<file path="src/hdl/sma_pkg.sv">
`default_nettype none
package sma_pkg;

  localparam int VALUE_BINS = 256;
  localparam int MAX_WINDOW = 1024;

  localparam int VAL_W   = 8;
  localparam int BIN_W   = $clog2(VALUE_BINS);
  localparam int PTR_W   = $clog2(MAX_WINDOW);
  localparam int LEN_W   = 11;
  localparam int HCNT_W  = 11;
  localparam int SUM_W   = HCNT_W + 1;
  localparam int TWICE_W = BIN_W + 1;
  localparam int ACNT_W  = 32;
  localparam int OUT_W   = 48;

  typedef struct packed {
    logic accept;
    logic prep;
    logic scan_start;
    logic judge;
    logic dec_rd;
    logic dec_wr;
    logic inc_rd;
    logic inc_wr;
    logic out_load;
  } sma_cmd_t;

  typedef struct packed {
    logic full;
    logic scan_done;
    logic out_busy;
  } sma_status_t;

endpackage
`default_nettype wire

</file>
<file path="src/hdl/sma_ctrl.sv">
`default_nettype none
module sma_ctrl (
  input  wire logic                 clk,
  input  wire logic                 rst,
  input  wire logic                 in_valid,
  output      logic                 in_ready,
  input  wire sma_pkg::sma_status_t status,
  output      sma_pkg::sma_cmd_t    cmd
);

  typedef enum logic [2:0] {
    S_IDLE,
    S_PREP,
    S_SCAN,
    S_DEC_RD,
    S_DEC_WR,
    S_INC_RD,
    S_INC_WR,
    S_DONE
  } state_t;

  state_t state;
  state_t state_next;

  always_comb begin
    state_next = state;
    cmd        = '0;
    unique case (state)
      S_IDLE: begin
        cmd.accept = in_valid;
        if (in_valid) begin
          state_next = S_PREP;
        end
      end
      S_PREP: begin
        cmd.prep = 1'b1;
        if (status.full) begin
          cmd.scan_start = 1'b1;
          state_next     = S_SCAN;
        end else begin
          state_next = S_INC_RD;
        end
      end
      S_SCAN: begin
        if (status.scan_done) begin
          state_next = S_DEC_RD;
        end
      end
      S_DEC_RD: begin
        cmd.judge  = 1'b1;
        cmd.dec_rd = 1'b1;
        state_next = S_DEC_WR;
      end
      S_DEC_WR: begin
        cmd.dec_wr = 1'b1;
        state_next = S_INC_RD;
      end
      S_INC_RD: begin
        cmd.inc_rd = 1'b1;
        state_next = S_INC_WR;
      end
      S_INC_WR: begin
        cmd.inc_wr = 1'b1;
        state_next = S_DONE;
      end
      S_DONE: begin
        if (!status.out_busy) begin
          cmd.out_load = 1'b1;
          state_next   = S_IDLE;
        end
      end
      default: begin
        state_next = S_IDLE;
      end
    endcase
  end

  always_ff @(posedge clk) begin
    if (rst) begin
      state <= S_IDLE;
    end else begin
      state <= state_next;
    end
  end

  assign in_ready = (state == S_IDLE);

  a_done_in_scan: assert property (@(posedge clk) disable iff (rst)
      status.scan_done |-> state == S_SCAN)
    else $error("scan finished outside scan state");
  a_accept_prep: assert property (@(posedge clk) disable iff (rst)
      (state == S_IDLE && in_valid) |=> state == S_PREP)
    else $error("accepted request not prepared");
  a_done_idle: assert property (@(posedge clk) disable iff (rst)
      (state == S_DONE && !status.out_busy) |=> state == S_IDLE)
    else $error("result not released");

endmodule
`default_nettype wire

</file>
<file path="config.mk">
export PLATFORM = sky130hd
export DESIGN_NAME = sma_ctrl
export DESIGN_NICKNAME = d
export VERILOG_FILES = /design/src/hdl/sma_pkg.sv /design/src/hdl/sma_ctrl.sv
export SDC_FILE = /design/constraint.sdc
export NUM_CORES = 1
export LEC_CHECK = 0
export ABC_AREA = 1
export BUFFER_PORTS_ARGS = -buffer_cell sky130_fd_sc_hd__buf_2
export CAP_MARGIN = 20
export CORE_AREA = 10 10 47 49
export CTS_CLUSTER_SIZE = 20
export DETAILED_ROUTE_END_ITERATION = 6
export DIE_AREA = 0 0 57 59
export PLACE_DENSITY = 0.4
export SLEW_MARGIN = 20
export SYNTH_ARGS = -nofsm -noshare
export SYNTH_HDL_FRONTEND = slang
export SYNTH_SLANG_ARGS = --single-unit
</file>
<file path="constraint.sdc">
create_clock -name clk -period 1 [get_ports clk]
set_input_delay 0.25 -clock clk [delete_from_list [all_inputs] [get_ports clk]]
set_output_delay 0.25 -clock clk [all_outputs]
set_load 0.005 [all_outputs]
</file>
==> summary.txt, run 1 <==
Critical path
  • Crit-path cells: nor2_4 -> inv_2 -> nor3_2 -> buf_2
  • Cell with the biggest individual delay on the critical path: sky130_fd_sc_hd__dfxtp_4
  • Required arrival time at the worst endpoint: 750 ps
  • Kind of capture point of the worst setup path: output pin
  • Biggest fanout along the worst timing path: 4
  • CP Launch Type: flop
  • Critical path type: flop to output pin
  • Reg-to-reg startpoint: state[1]$_SDFFE_PP0P_
  • Crit path DAT: 990 ps
  • Family with the most delay on the worst path: flip-flops
  • Crit path from: state[1]$_SDFFE_PP0P_
  • CP peak stage delay: 360 ps
  • Buf/Inv on CP: 2

STA
  • Max Freq: 804 MHz
  • Slew @ Worst Pin: 172 ps
  • RSZ-0062 raised after global routing: yes
  • Post-route clock skew: 4.98 ps
  • PnR worst setup slack: -243 ps
  • Final setup violation count: 12
  • Worst hold margin: 260 ps
  • Max-slew headroom: 88.5%
  • Total negative setup slack: -2260 ps
  • Max-slew violation count: 0
  • Shortest period the worst path allows: 1240 ps
  • Number of hold violations in the final report: 0
  • Ratio of final minimum period to clock period: 124%

Final layout
  • Diodes inserted: 0
  • Fraction of layout cells with a size suffix above 1: 63.0%
  • Number of flip-flops under the largest register name: 3
  • Growth of design area from synthesis to finish: 91.7%
  • Total non-filler cell area in the finished layout: 494 µm²
  • Reg with most FFs: state
  • Net count, final: 80
  • Fin cells: 89
  • Biggest regs: state: 3 flops

Synth
  • Area share of the leading cell type in the synthesized netlist: 23.3%
  • Multiplexer fraction of the synthesized cell area: 0%
  • Synth Instances: 45
  • Warning count from the yosys run: 0
  • Flop and latch count out of synthesis: 3
  • Syn Area/Cell: 5.73 µm²
  • Syn_nets: 51
  • Fraction of the mapped netlist area in adder cells: 0%
  • Dominant combinational cell family by area after synthesis: simple AND/OR/NAND/NOR gates
  • Complex-gate fraction of the synthesized area: 6.80%
  • Area fraction in and, or, nand and nor cells after synthesis: 47.6%
  • Xor-xnor portion of the synthesized cell area: 3.40%
  • Dominant cell type by area after synthesis: sky130_fd_sc_hd__dfxtp_1
  • Sequential cell area fraction in the yosys report: 23.3%
  • Cell area after synthesis: 258 µm²
  • Cells taking the most area after synthesis: sky130_fd_sc_hd__dfxtp_1, sky130_fd_sc_hd__nor2_1, sky130_fd_sc_hd__inv_1
  • Number of distinct library cell variants in the gate-level netlist after synthesis: 16

Power and ir drop
  • Worst supply voltage drop on vdd: 0.000858 V
  • Pleak: 0.286 nW
  • Power per Cell Area: 2270 nW/µm²
  • PnR Total Power: 1.12 mW

Placement
  • I/O Buffers: 15
  • Number of placed instances, taps included: 82
  • Cell area after placement: 399 µm²
  • Final estimated routing congestion in global placement: 0.688
  • Detailed-placement wirelength estimate: 698 µm

Global route
  • Leftover overflow at the end of global routing: 0
  • Pin count of the biggest net entering global routing: 7
  • Overall fraction of global-route tracks in use: 5.40%
  • Antenna violations before repair: 0
  • Number of global-route vias before repair: 346
  • First-pass GRT wire length: 1420 µm

Detailed routing
  • Post-route antenna net violation count: 0
  • Total wirelength of the detailed-routed design: 864 µm
  • Detailed-route vias per instance: 3.98
  • Routed vias: 354
  • Count of unresolved DRC violations after routing: 0
  • First DRT Iteration DRCs: 2
  • Detailed-router iteration count before antenna repair: 4
  • Post-detailed-route wirelength per cell: 9.71 µm

Hold path
  • Hold path startpoint: rst
  • Worst Hold Class: input port to flop

Die
  • Initial core utilization: 18.4%
  • Total Die Area: 3360 µm²
  • Number of standard-cell rows in the floorplan: 14
  • Overall die height: 59 µm
  • Number of top-level pins: 16
  • Width of the die: 57 µm
  • Placeable core area: 1400 µm²

Run status
  • Failing checks: setup timing
  • Result of the run: finished, violations left

Clocking
  • CTS H-Tree Depth: 1
  • Number of buffers between clock root and the deepest sink: 2
  • Post-CTS clock slew at the launch and capture registers of the worst setup and hold paths: 40 ps
  • TritonCTS clock tree: yes
  • Clock sink count: 3
  • Insertion delay to the later sink of the worst-skew pair: 230 ps
  • Clock tree root driver cell: sky130_fd_sc_hd__clkbuf_4
  • Total CTS buffers: 3

Job
  • Maximum Capacitance Violations: 0
==> through the flow <==
step           util, %  setup WS, ps
5_1_grt           35.3          -301
3_5_place_dp      28.5         -98.4
3_3_place_gp      28.5          -101
4_1_cts           33.4          -264
2_1_floorplan        -          13.5
6_report          35.3          -243
==> path summary, 6_finish.rpt <==
path,end,slack (ps),cells after the start
max reg2reg,state[1]$_SDFFE_PP0P_,-130,8
min,state[0]$_SDFFE_PP0P_,260,4
max,cmd[8],-240,4
min reg2reg,state[2]$_SDFFE_PP0P_,690,4
==> worst reg2reg max path: cells and delay by family (launching register included) <==
| family | cells | cell delay (ps) |
|---|---|---|
| buf+inv | 4 | 340 |
| simple gates | 4 | 320 |
| flops | 1 | 360 |
==> power by group <==
| group | switching, mW | internal, mW |
|---|---|---|
| Clock | 0.0627 | 0.150 |
| Combinational | 0.312 | 0.363 |
| Sequential | 0.0621 | 0.172 |
| Total | 0.437 | 0.684 |
==> cell usage in the layout (no fill, tap or decap) <==
master / Yosys / routed
sky130_fd_sc_hd__a21oi_1: 1 / 1
sky130_fd_sc_hd__o21ai_2: 0 / 1
sky130_fd_sc_hd__nand3_1: 2 / 2
sky130_fd_sc_hd__nor3_2: 0 / 2
sky130_fd_sc_hd__nor2_2: 0 / 2
sky130_fd_sc_hd__inv_1: 8 / 6
sky130_fd_sc_hd__dfxtp_4: 0 / 2
sky130_fd_sc_hd__dfxtp_2: 0 / 1
sky130_fd_sc_hd__o211ai_1: 1 / 1
sky130_fd_sc_hd__nand2_1: 7 / 5
sky130_fd_sc_hd__clkbuf_1: 0 / 1
sky130_fd_sc_hd__nor3_1: 3 / 1
sky130_fd_sc_hd__nand4_1: 1 / 1
sky130_fd_sc_hd__nand3_2: 1 / 1
sky130_fd_sc_hd__clkbuf_4: 0 / 3
sky130_fd_sc_hd__buf_4: 2 / 11
sky130_fd_sc_hd__nor2_4: 0 / 1
sky130_fd_sc_hd__xor2_1: 1 / 1
sky130_fd_sc_hd__nor3b_2: 0 / 1
sky130_fd_sc_hd__buf_2: 0 / 15
sky130_fd_sc_hd__inv_4: 0 / 1
sky130_fd_sc_hd__nor2_1: 11 / 8
sky130_fd_sc_hd__nand2_2: 1 / 3
sky130_fd_sc_hd__inv_2: 1 / 2
==> synth_stat cells (all sizes together) <==
library cell and number:
buf 2, inv 9, o211ai 1, nand3 3, nor3 3, nor2 11, nand4 1, o21ai 1
xor2 1, nor3b 1, a21oi 1, nand2 8, dfxtp 3
==> repair_timing <==
item	CTS	global route
pin swaps	1	3
hold buffers	0	0
endpoints found under the setup margin	12	13
buffers inserted	2	1
gates resized for setup	11	6
==> cell type report <==
| type | instances | area, µm² |
|---|---|---|
| Fill cell | 162 | 907 |
| Multi-Input combinational cell | 31 | 185 |
| Timing Repair Buffer | 26 | 158 |
| Sequential cell | 3 | 68.8 |
| Inverter | 9 | 36.3 |
| Clock buffer | 4 | 26.3 |
| Tap cell | 16 | 20.0 |
==> metal layers <==
metal  routed length (µm)  share of wire [%]  vias to the layer above  GRT usage (%)
met4                    0                  0                        0           5.03
met3                   43                5.0                        0           1.50
met2                  502                 58                        5           9.61
li1                     -                  -                      195              -
met1                  318                 37                      154           4.86
met5                    0                  0                        -              0
==> kinds of logic (layout without fill, tap and decap cells) <==
group | Yosys count | count (layout)
simple gates | 27 | 27
buf+inv | 11 | 39
compound gates | 3 | 3
flops | 3 | 3
xor+xnor | 1 | 1
Power figures use the tool's default switching activity.
==> inputs of run 2 (changes only) <==
Settings changed: ABC_AREA 1 to 0.
Clock period 1 ns to 1.53 ns, I/O delays scaled along.
==> run 2 against run 1 <==
Against the previous run: the flow now finishes without violations; global-route usage decreased by 0.51 points; first-iteration DRC count increased to 4.0 times the previous value; design area decreased by 18%; worst hold slack improved by 75 ps; clock skew decreased by 1.3 ps; area after synthesis decreased by 3.9%; sequential share of layout area increased by 1.8 points; clock power decreased by 33%; non-clock buffer count decreased by 8; via count decreased by 19%; critical endpoint unchanged; highest routed layer unchanged.
==> summary.txt, run 2 <==
Power and ir drop
  • Power per Cell Area: 1200 nW/µm²
  • Pleak: 0.213 nW
  • Worst supply voltage drop on vdd: 0.000366 V

Placement
  • Setup slack after placement: 169 ps
  • Cell area after placement: 343 µm²
  • Detailed-placement wirelength estimate: 615 µm
  • Final estimated routing congestion in global placement: 0.654
  • I/O Buffers: 15

Synth
  • Synth Instances: 31
  • Flop and latch count out of synthesis: 3
  • Warning count from the yosys run: 0
  • Cell area after synthesis: 248 µm²
  • Most frequently used flop master after synthesis: sky130_fd_sc_hd__dfxtp_1
  • Async set-reset flop share out of synthesis: 0%
  • Syn Area/Cell: 7.99 µm²
  • Dominant cell type by area after synthesis: sky130_fd_sc_hd__dfxtp_1
  • Sequential cell area fraction in the yosys report: 24.2%
  • Area share of the leading cell type in the synthesized netlist: 24.2%
  • Number of distinct library cell variants in the gate-level netlist after synthesis: 20
  • Leading cell types by count after synthesis: sky130_fd_sc_hd__buf_2, sky130_fd_sc_hd__dfxtp_1, sky130_fd_sc_hd__nor3b_1
  • Cells taking the most area after synthesis: sky130_fd_sc_hd__dfxtp_1, sky130_fd_sc_hd__nor3b_1, sky130_fd_sc_hd__and3b_1
  • Number of flops mapped to enable cells by yosys: 0
  • Syn_nets: 37

Die
  • Number of standard-cell rows in the floorplan: 14
  • Width of the die: 57 µm
  • Number of top-level pins: 16
  • Overall die height: 59 µm
  • Total Die Area: 3360 µm²
  • Initial core utilization: 17.7%
  • Placeable core area: 1400 µm²

Final layout
  • Total non-filler cell area in the finished layout: 407 µm²
  • Biggest regs: state: 3 flops
  • Commonest cells after routing, fill and taps aside: sky130_fd_sc_hd__buf_2, sky130_fd_sc_hd__nor3b_2, sky130_fd_sc_hd__clkbuf_4, sky130_fd_sc_hd__dfxtp_2
  • Fraction of layout cells with a size suffix above 1: 61.2%
  • Number of inserted filler cells in the final layout: 168
  • Number of flip-flops under the largest register name: 3
  • Most common library cell in the layout ignoring fill and taps: sky130_fd_sc_hd__buf_2
  • Diodes inserted: 0
  • Growth of design area from synthesis to finish: 64.1%
  • Net count, final: 56
  • Reg with most FFs: state

Critical path
  • Critical path type: flop to output pin
  • Cell with the biggest individual delay on the critical path: sky130_fd_sc_hd__dfxtp_2
  • CP Launch Type: flop
  • Kind of capture point of the worst setup path: output pin
  • Crit path DAT: 1110 ps
  • Crit-path cells: buf_6 -> nor3_4 -> and2_1 -> buf_2
  • Cell depth of the worst flop-to-flop path: 4
  • End point of the critical path: cmd[8]
  • Reg-to-reg startpoint: state[1]$_SDFFE_PP0P_
  • Crit path from: state[0]$_SDFFE_PP0P_
  • CP peak stage delay: 340 ps
  • Worst reg2reg setup slack: 170 ps
  • Required arrival time at the worst endpoint: 1150 ps
  • Biggest fanout along the worst timing path: 9
  • Capturing point of the worst reg2reg path: state[1]$_SDFFE_PP0P_

STA
  • Total negative setup slack: 0 ps
  • Shortest period the worst path allows: 1490 ps
  • Max-slew violation count: 0
  • Worst hold margin: 335 ps
  • Slew @ Worst Pin: 213 ps
  • Final setup violation count: 0
  • Max Freq: 670 MHz
  • Ratio of final minimum period to clock period: 97.6%
  • PnR worst setup slack: 37.4 ps
  • RSZ-0062 raised after global routing: yes
  • Number of hold violations in the final report: 0
  • Post-route clock skew: 3.69 ps
  • Max-slew headroom: 85.7%

Hold path
  • Worst Hold Class: input port to flop

Detailed routing
  • Routed vias: 288
  • Total wirelength of the detailed-routed design: 786 µm
  • Post-detailed-route wirelength per cell: 12.1 µm
  • Count of unresolved DRC violations after routing: 0
  • First DRT Iteration DRCs: 8
  • Post-route antenna net violation count: 0
  • Detailed-route vias per instance: 4.43
  • Detailed-router iteration count before antenna repair: 2

Global route
  • Leftover overflow at the end of global routing: 0
  • First-pass GRT wire length: 1250 µm
  • Number of global-route vias before repair: 282
  • Pin count of the biggest net entering global routing: 10
  • Antenna violations before repair: 0
  • Overall fraction of global-route tracks in use: 4.89%

Run status
  • Result of the run: completed

Job
  • Maximum Capacitance Violations: 0

Clocking
  • CTS H-Tree Depth: 1
  • TritonCTS clock tree: yes
  • Insertion delay to the later sink of the worst-skew pair: 230 ps
  • Number of buffers inserted for hold repair after clock tree synthesis: 0
  • Clock sink count: 3
  • Total CTS buffers: 3
  • Number of buffers between clock root and the deepest sink: 2
  • Post-CTS clock slew at the launch and capture registers of the worst setup and hold paths: 40 ps
  • Clock tree root driver cell: sky130_fd_sc_hd__clkbuf_4
-- run 2: changes by cell type after synthesis, sizes merged, moves of 2 or more --
cell and delta:
nor3b +2, and3b +2, nand2 -7, buf +2, nor2 -10, inv -8, and2 +2, nand3 -2
-- run 2: kinds of logic after synthesis --
group                  count (synthesis)  synth area share (%)
muxes                                  1                  4.04
buffers and inverters                  5                  10.6
DFF                                    3                  24.2
and+or+nand+nor                       17                  48.0
AOI/OAI and AO/OA                      5                  13.1
-- run 2: how the worst min path moves through the flow --
stage	cells after the start	end	startpoint	slack, ps
2_1_floorplan	1	state[0]$_SDFFE_PP0P_	rst	450
3_3_place_gp	2	state[2]$_SDFFE_PP0P_	state[2]$_SDFFE_PP0P_	540
3_5_place_dp	2	state[2]$_SDFFE_PP0P_	state[2]$_SDFFE_PP0P_	540
4_1_cts	2	state[0]$_SDFFE_PP0P_	rst	330
5_1_grt	2	state[0]$_SDFFE_PP0P_	rst	340
6_report	2	state[0]$_SDFFE_PP0P_	rst	340
-- run 2: area by class of cell --
| class | count | area (µm²) | area share, % |
|---|---|---|---|
| multi-input cells | 23 | 188 | 46.2 |
| clock buffers | 4 | 26.3 | 6.46 |
| well taps | 16 | 20.0 | 4.92 |
| inverters | 1 | 3.75 | 0.923 |
| repair buffers | 18 | 105 | 25.8 |
| flip-flops and latches | 3 | 63.8 | 15.7 |
-- run 2: repair_timing --
item | in CTS | in global routing
gates resized for setup | 2 | 8
setup endpoints to repair | 2 | 7
pin swaps | 0 | 1
setup buffers | 0 | 0
endpoints found under the hold margin | 0 | 0
-- run 2: layer usage --
layer	global-route usage [%]	routed length [µm]	vias to the layer above
met3	4.08	127	0
li1	-	-	150
met2	5.43	331	14
met4	5.03	0	0
met1	5.25	328	124
met5	0	0	-
-- run 2: through the flow --
stage / util, % / std cells / total power, mW
final: 29.0 / 65 / 0.488
after global placement: 24.5 / 61 / 0.318
after CTS: 26.8 / 65 / 0.471
after floorplan: - / 31 / 0.241
after detailed placement: 24.5 / 61 / 0.317
after global routing: 29.0 / 65 / 0.538
-- run 2: critical path: cells and delay by family, from the launching register on --
kind,cells,cell delay [ps]
and+or+nand+nor,2,290
buffers and inverters,2,240
DFF,1,340
-- run 2: power by group --
| part | internal, mW | switching, mW | total (mW) |
|---|---|---|---|
| sequential | 0.0994 | 0.0229 | 0.122 |
| clock | 0.0979 | 0.0429 | 0.141 |
| combinational | 0.126 | 0.0996 | 0.225 |
==> inputs of run 3 (changes only) <==
Settings changed: PLACE_DENSITY 0.4 to 0.52.
==> run 3 against run 2 <==
Against the previous run: register-to-register slack better by 50 ps; power fell by 1.8%; largest power group unchanged; design area decreased by 2.2%; global-route usage decreased by 0.093 points; clock power hardly changed; critical path depth shrank 1; utilization shrank 0.63 points; sequential share of layout area grew 2.2 points; clock skew grew 2.3 ps; critical path type unchanged; sequential cell count unchanged; first-iteration DRC count shrank 50%; non-clock buffer count decreased by 1.
==> summary.txt, run 3 (synthesis gave the netlist of run 2 again) <==
Detailed routing
  • Routed vias: 289
  • Count of unresolved DRC violations after routing: 0
  • Metal2 WL: 355 µm
  • Uppermost routed layer: met4
  • Post-route antenna net violation count: 0
  • Detailed-router iteration count before antenna repair: 3
  • First DRT Iteration DRCs: 4
  • Met1 Wirelength: 353 µm
  • Total wirelength of the detailed-routed design: 799 µm
  • Post-detailed-route wirelength per cell: 12.5 µm
  • Routed length on met3: 70 µm
  • Detailed-route vias per instance: 4.52

Power and ir drop
  • PnR Total Power: 0.480 mW
  • Pleak: 0.205 nW
  • Power per Cell Area: 1210 nW/µm²
  • Worst supply voltage drop on vdd: 0.000454 V

Die
  • Number of top-level pins: 16
  • Number of standard-cell rows in the floorplan: 14
  • Overall die height: 59 µm
  • Initial core utilization: 17.7%
  • Total Die Area: 3360 µm²
  • Width of the die: 57 µm
  • Placeable core area: 1400 µm²

Global route
  • Overall fraction of global-route tracks in use: 4.80%
  • First-pass GRT wire length: 1280 µm
  • Pin count of the biggest net entering global routing: 13
  • Antenna violations before repair: 0
  • Number of global-route vias before repair: 307
  • Leftover overflow at the end of global routing: 0

Clocking
  • Post-CTS Setup Bufs: 0
  • Number of buffers inserted for hold repair after clock tree synthesis: 0
  • Number of buffers between clock root and the deepest sink: 2
  • Clock tree root driver cell: sky130_fd_sc_hd__clkbuf_4
  • Total CTS buffers: 3
  • Clock sink count: 3
  • CTS H-Tree Depth: 1
  • Post-CTS clock slew at the launch and capture registers of the worst setup and hold paths: 40 ps
  • Insertion delay to the later sink of the worst-skew pair: 230 ps
  • TritonCTS clock tree: yes

Final layout
  • Fraction of layout cells with a size suffix above 1: 58.3%
  • Net count, final: 55
  • Most common library cell in the layout ignoring fill and taps: sky130_fd_sc_hd__buf_2
  • Commonest cells after routing, fill and taps aside: sky130_fd_sc_hd__buf_2, sky130_fd_sc_hd__clkbuf_4, sky130_fd_sc_hd__dfxtp_4
  • Fin cells: 64
  • Number of flip-flops under the largest register name: 3
  • Diodes inserted: 0
  • Number of inserted filler cells in the final layout: 169
  • Growth of design area from synthesis to finish: 60.6%
  • Biggest regs: state: 3 flops
  • Register cell area after layout: 71.3 µm²
  • Area of combinational cells with multiple inputs: 183 µm²
  • Reg with most FFs: state

Critical path
  • Worst reg2reg setup slack: 220 ps
  • Critical path type: flop to output pin
  • Buf/Inv on CP: 1
  • Biggest fanout along the worst timing path: 12
  • Crit path DAT: 1090 ps
  • CP Launch Type: flop
  • Kind of capture point of the worst setup path: output pin
  • CP peak stage delay: 420 ps
  • Cell with the biggest individual delay on the critical path: sky130_fd_sc_hd__dfxtp_4
  • Family with the most delay on the worst path: flip-flops
  • Required arrival time at the worst endpoint: 1150 ps
  • Crit-path cells: nand2_1 -> nor3b_2 -> buf_2

Placement
  • Number of placed instances, taps included: 60
  • Detailed-placement wirelength estimate: 584 µm
  • I/O Buffers: 15
  • Final estimated routing congestion in global placement: 0.767

STA
  • Post-route clock skew: 5.94 ps
  • Worst hold margin: 342 ps
  • Slew @ Worst Pin: 209 ps
  • Shortest period the worst path allows: 1470 ps
  • Max-slew headroom: 86.0%
  • Number of hold violations in the final report: 0
  • Final setup violation count: 0
  • Ratio of final minimum period to clock period: 95.9%
  • Max-slew violation count: 0
  • Max Freq: 681 MHz

Job
  • Maximum Capacitance Violations: 0

Run status
  • Result of the run: completed

Hold path
  • Worst Hold Class: input port to flop
==> run 3: cell count changes in the layout (fill, tap and decap cells not counted) <==
cell,delta
sky130_fd_sc_hd__nor3b_1,+1
sky130_fd_sc_hd__dfxtp_4,+3
sky130_fd_sc_hd__buf_6,-1
sky130_fd_sc_hd__nor3b_2,-1
sky130_fd_sc_hd__dfxtp_2,-3
==> run 3: final timing paths <==
kind / start / end / cells after the start
worst min-delay path: rst / state[0]$_SDFFE_PP0P_ / 2
worst max register to register: state[0]$_SDFFE_PP0P_ / state[1]$_SDFFE_PP0P_ / 4
worst min register to register: state[0]$_SDFFE_PP0P_ / state[2]$_SDFFE_PP0P_ / 2
worst max-delay path: state[1]$_SDFFE_PP0P_ / cmd[0] / 3
==> run 3: repair_timing <==
item | CTS | global route
setup endpoints to repair | 3 | 3
gates resized for setup | 6 | 5
pin swaps | 0 | 1
cloned | 0 | 0
==> run 3: per-layer routing <==
layer	GRT usage [%]	up-vias
met5	0	-
met4	6.04	0
met3	1.93	2
met2	6.51	12
met1	4.99	125
li1	-	150
==> run 3: worst reg2reg max path: stages (launching register included) <==
cell and delay (ps):
sky130_fd_sc_hd__dfxtp_4 360, sky130_fd_sc_hd__buf_6 130, sky130_fd_sc_hd__or4b_4 510, sky130_fd_sc_hd__nand3_1 100
sky130_fd_sc_hd__o211a_1 160
==> run 3: power by group <==
group          leakage (nW)  total [mW]  switching [mW]  internal [mW]
Clock                0.0150       0.139          0.0409         0.0977
Sequential           0.0267       0.152          0.0485          0.104
Combinational         0.164       0.189          0.0733          0.116
Total                 0.205       0.480           0.163          0.317
==> run 3: through the flow <==
step           worst slack [ps]  TNS, ps  utilization (%)  cell area, µm²
4_1_cts                    16.5        0             26.8             375
3_3_place_gp                130        0             23.9             335
3_5_place_dp                106        0             23.9             335
2_1_floorplan               250        0                -             248
6_report                   62.0        0             28.4             398
5_1_grt                   -5.15    -6.94             28.4             398
==> run 3: area by class of cell <==
cell class | count | area share, %
inverter | 1 | 0.943
timing repair buffer | 17 | 23.6
sequential | 3 | 17.9
multi-input combinational | 23 | 45.9
clock buffer | 4 | 6.60
tap | 16 | 5.03
